$ cat config.mk
export PLATFORM = sky130hd
export DESIGN_NAME = acr_front
export DESIGN_NICKNAME = d
export VERILOG_FILES = /design/src/rtl/core/acr_pkg.sv /design/src/rtl/core/acr_front.sv
export VERILOG_INCLUDE_DIRS = /design/src /design/src/rtl/core
export SDC_FILE = /design/constraint.sdc
export NUM_CORES = 1
export LEC_CHECK = 0
export BUFFER_PORTS_ARGS = -buffer_cell sky130_fd_sc_hd__buf_2
export CORE_AREA = 2 2 191 193
export CTS_CLUSTER_DIAMETER = 50
export CTS_CLUSTER_SIZE = 25
export DETAILED_ROUTE_END_ITERATION = 16
export DIE_AREA = 0 0 193 195
export REMOVE_ABC_BUFFERS = 1
export SYNTH_ARGS = -nofsm -noshare
export SYNTH_HDL_FRONTEND = slang
export SYNTH_SLANG_ARGS = --single-unit
$ cat constraint.sdc
create_clock -name i_clk -period 24 [get_ports i_clk]
set_input_delay 4.8 -clock i_clk [delete_from_list [all_inputs] [get_ports i_clk]]
set_output_delay 4.8 -clock i_clk [all_outputs]
set_load 0.02 [all_outputs]
$ cat src/rtl/core/arp_cache_resolver_top_defines.svh
// Assertion macros for the ARP cache resolver.
// Used by modules that carry concurrent checks.
`ifndef ARP_CACHE_RESOLVER_TOP_DEFINES_SVH
`define ARP_CACHE_RESOLVER_TOP_DEFINES_SVH
// Implication checked on every edge outside reset.
`define ACR_ASSERT_IMP(label, clk, rst_n, a, c, msg) \
    label: assert property (@(posedge clk) disable iff (!rst_n) (a) |-> (c)) else $error(msg);
// Next-cycle implication.
`define ACR_ASSERT_NXT(label, clk, rst_n, a, c, msg) \
    label: assert property (@(posedge clk) disable iff (!rst_n) (a) |=> (c)) else $error(msg);
`endif

$ cat src/rtl/core/acr_pkg.sv
// Package for the ARP cache resolver: types, codes and sizes.
// No dependencies.
package acr_pkg;
    localparam int TableEntries = 16;
    localparam int PendingLimit = 1024;
    localparam int SlotW = $clog2(TableEntries);
    localparam int QDepth = 2;
    localparam logic [47:0] BcastMac = 48'hFFFF_FFFF_FFFF;

    typedef enum logic [1:0] {
        CMD_ARP = 2'd0, CMD_RESOLVE = 2'd1, CMD_TICK = 2'd2, CMD_SCAN = 2'd3
    } t_cmd;
    typedef enum logic [2:0] {
        K_REPLY = 3'd0, K_REQUEST = 3'd1, K_FORWARD = 3'd2,
        K_HELD = 3'd3, K_DROPPED = 3'd4, K_RELEASE = 3'd5
    } t_kind;
    typedef enum logic [1:0] {
        CFG_LOCAL_IP = 2'd0, CFG_LOCAL_MAC = 2'd1, CFG_AGE_LIMIT = 2'd2
    } t_cfg_idx;

    typedef struct packed {
        logic [1:0]  cmd;
        logic [15:0] oper;
        logic [31:0] sender_ip;
        logic [47:0] sender_mac;
        logic [31:0] target_ip;
        logic [31:0] next_hop_ip;
    } t_in_word;

    typedef struct packed {
        logic [2:0]  kind;
        logic [47:0] peer_mac;
        logic [31:0] peer_ip;
        logic [3:0]  slot;
        logic [10:0] held_count;
        logic        last;
    } t_out_word;
endpackage

$ cat src/rtl/core/acr_front.sv
// Front end: accepts input words, drops ARP packets not for this host,
// queues the rest for the back end. Depends on acr_pkg.
`include "arp_cache_resolver_top_defines.svh"
module acr_front import acr_pkg::*; (
    input  logic     i_clk,
    input  logic     i_rst_n,
    input  logic     i_valid,
    output logic     o_stall,
    input  t_in_word i_data,
    input  logic [31:0] i_local_ip,
    output logic     o_q_valid,
    input  logic     i_q_pop,
    output t_in_word o_q_data
);
    t_in_word r_q [QDepth];
    logic [0:0] r_wp, r_rp;
    logic [1:0] r_cnt;
    logic acc, keep;

    assign o_stall = (r_cnt == 2'(QDepth));
    assign acc = i_valid && !o_stall;
    // ARP with a foreign target is silently dropped
    assign keep = !(t_cmd'(i_data.cmd) == CMD_ARP && i_data.target_ip != i_local_ip);
    assign o_q_valid = (r_cnt != 2'd0);
    assign o_q_data = r_q[r_rp];

    always_ff @(posedge i_clk) begin
        if (!i_rst_n) begin
            r_wp <= '0; r_rp <= '0; r_cnt <= '0;
        end else begin
            if (acc && keep) r_wp <= r_wp + 1'b1;
            if (i_q_pop && o_q_valid) r_rp <= r_rp + 1'b1;
            r_cnt <= r_cnt + 2'(acc && keep) - 2'(i_q_pop && o_q_valid);
        end
    end
    always_ff @(posedge i_clk) begin
        if (acc && keep) r_q[r_wp] <= i_data;
    end

    `ACR_ASSERT_IMP(a_cnt_max, i_clk, i_rst_n, 1'b1, r_cnt <= 2'(QDepth), "queue overfull")
    `ACR_ASSERT_IMP(a_pop_ok, i_clk, i_rst_n, i_q_pop, o_q_valid, "pop of empty queue")
    `ACR_ASSERT_NXT(a_push, i_clk, i_rst_n, acc && keep && !i_q_pop, r_cnt != 2'd0,
        "push lost")
endmodule

==> results.cfg <==
[status]
status = finished clean

[clock_network]
postCtsHoldBufs = 0
path_clk_slew_ns = 0.06
root_buffer = clkbuf_16
cts_resized = 0
post_cts_buffers = 0
cts_tree = built
htreeDepth = 2
clock_path_buffers = 3
cts_buffers = 34
cts_sinks = 329
clkLatencyLatePin_ns = 0.50

[placed_design]
gp_congestion = 0.733
dpl_worst_slack_ns = 16.49
io_buffer_count = 361
hpwl_mm = 16.9

[hold_path]
hold_path_depth = 2
hp-start = r_rp
holdPathEnd = r_rp
hp-class = flop to flop

[route]
drt_iter0_drc = 256
avgRoutedWirePerCell_um = 17.8
postRouteAntennaNets = 0
routed-via-count = 6591
drt_pre_antenna_iters = 4
via_per_inst = 4.55
totalWireLength_mm = 25.7
drc = 0

[timing]
tns_ns = 0
slew_headroom = 0.323
rsz0062_at_grt = no
max_freq_ghz = 0.132
finalCritPeriodShare = 0.316
worst_slack_ns = 16.42
drv_slew = 0
hold_viol = 0
hold_slack_ns = 0.543
period_needed_ns = 7.58
finalSetupViolCount = 0
worst_pin_slew_ns = 1.02
fin_skew_ns = 0.0138

[global_routing]
grt_first_pass_wirelength_mm = 37.5
track_usage = 0.130
antenna_found_initial = 4
grt_pass1_vias = 6778
overflow = 0
grt_max_degree = 163

[finish]
drive_above_1_share = 0.596
syn_to_final_growth_pct = 28.4
multi_input_area_um2 = 2370
final_nets = 1161
regArea_um2 = 9830
fillers = 3187

[die]
start_util = 0.347
dieArea_um2 = 37600
die_w_um = 193
num_rows = 69
core_area_um2 = 35400
ios = 362
die_h_um = 195

[synth]
synth_fa_ha_area_frac = 0.00204
yosys-top-cells-area = edfxtp_1 79%, mux2_2 15%, xnor2_1 2.5%, dfxtp_1 0.82%, buf_2 0.73%
synth_compound_area_frac = 0.00173
yosysWarnings = 0
yosys.area.top_type = edfxtp_1
ys_seq_elements = 329
netlist.area_leader.share = 0.792
synthMuxAreaShare = 0.149
avgSynthCellArea_um2 = 21.2
synth_top_family_by_area = multiplexers
syn-cell-area_um2 = 12300
synth_xor_area_frac = 0.0250
ys_seq_area_frac = 0.800
ys_types = 21
syn_inst = 578
synthSimpleGateAreaFrac = 0.0146

[setup_path]
reg2reg_from = r_cnt[1]
reg2regPathDepth = 4
worstSetupStartpointType = flop
endpoint_kind = primary output
r2r-end = r_q[1][118]
worstPathRequired_ns = 19.20
cp_max_fo = 72
r2r_slack_ns = 21.77
critPathKind = flop to primary output
crit_arrival_ns = 2.78

[power]
powerDensity_nw_per_um2 = 105
ir_drop_v = 0.0000594
p_leak_nw = 5.77
total_power_mw = 1.66

[run]
drv_cap = 0
-- worst max path at each step --
stage | cells past startpoint | to | slack (ns)
floorplan | 5 | r_q[1][0] | 5.81
global placement | 7 | r_q[1][120] | 16.49
detailed placement | 7 | r_q[1][14] | 16.49
CTS | 3 | o_q_data[60] | 16.32
global route | 3 | o_q_data[107] | 16.25
finish | 3 | o_q_data[29] | 16.42
-- where the power goes --
part	leakage (nW)	switching, mW	internal [mW]	total, mW
Sequential	3.04	0.0217	0.708	0.730
Combinational	2.19	0.247	0.161	0.408
Clock	0.540	0.218	0.304	0.523
Total	5.77	0.487	1.17	1.66
-- per-layer routing --
layer  vias up  routed length (um)  track usage
met4         6                 710       0.0407
met3        52                2340       0.0457
li1       3056                   -            -
met5         -                  34            0
met1      3218               10100        0.152
met2       259               12500        0.223
-- worst max-delay path, cell delays in order (launching register included) --
cell,delay [ns]
dfxtp_4,0.73
buf_4,0.84
mux2_2,0.42
buf_2,0.17
-- sequential cells by signal (all words and copies together), names as in the netlist, named ones only --
register / flops
r_cnt: 2
r_rp: 1
r_wp: 1
r_q: 324
-- stage by stage --
step                      cell area, um^2  instances   util
final                               15800       1449  0.445
after global routing                15800       1447  0.445
after CTS                           15800       1447  0.445
after detailed placement            14600       1386  0.414
after global placement              14600       1386  0.414
after floorplan                     12200        560      -
-- cells in the mapped netlist (all sizes together) --
| cell | count |
|---|---|
| buf | 18 |
| or2 | 2 |
| inv | 1 |
| nand4 | 8 |
| nor4 | 2 |
| xnor2 | 35 |
| o211ai | 1 |
| mux2 | 162 |
| nor3b | 1 |
| edfxtp | 324 |
| nor2 | 2 |
| nand2b | 2 |
| nor2b | 3 |
| and2 | 4 |
| a21boi | 1 |
| nor3 | 2 |
| ha | 2 |
| nand3 | 2 |
| a31oi | 1 |
| dfxtp | 5 |
-- layout make-up --
cell class	instances	area share
inverters	1	0.000238
well taps	461	0.0366
repair buffers	365	0.118
multi-input cells	230	0.150
diodes	2	0.000317
clock buffers	38	0.0563
clock inverters	23	0.0148
flip-flops and latches	329	0.624
-- kinds of logic (layout without fill, tap and decap cells) --
family	after synthesis	count (layout)
adders and majority gates	2	2
and+or+nand+nor	28	28
other	0	2
DFF	329	329
buffers and inverters	19	427
AOI/OAI and AO/OA	3	3
muxes	162	162
xor gates and xnor gates	35	35
-- cells in the final DEF, fill, tap and decap left out, drive strengths merged, types with 4 or more instances in the layout --
cell        n
edfxtp    324
clkinvlp    4
nand4       8
inv         8
clkinv      9
dfxtp       5
buf       365
xnor2      35
mux2      162
clkbuf     38
and2        4
Power figures use the tool's default switching activity.
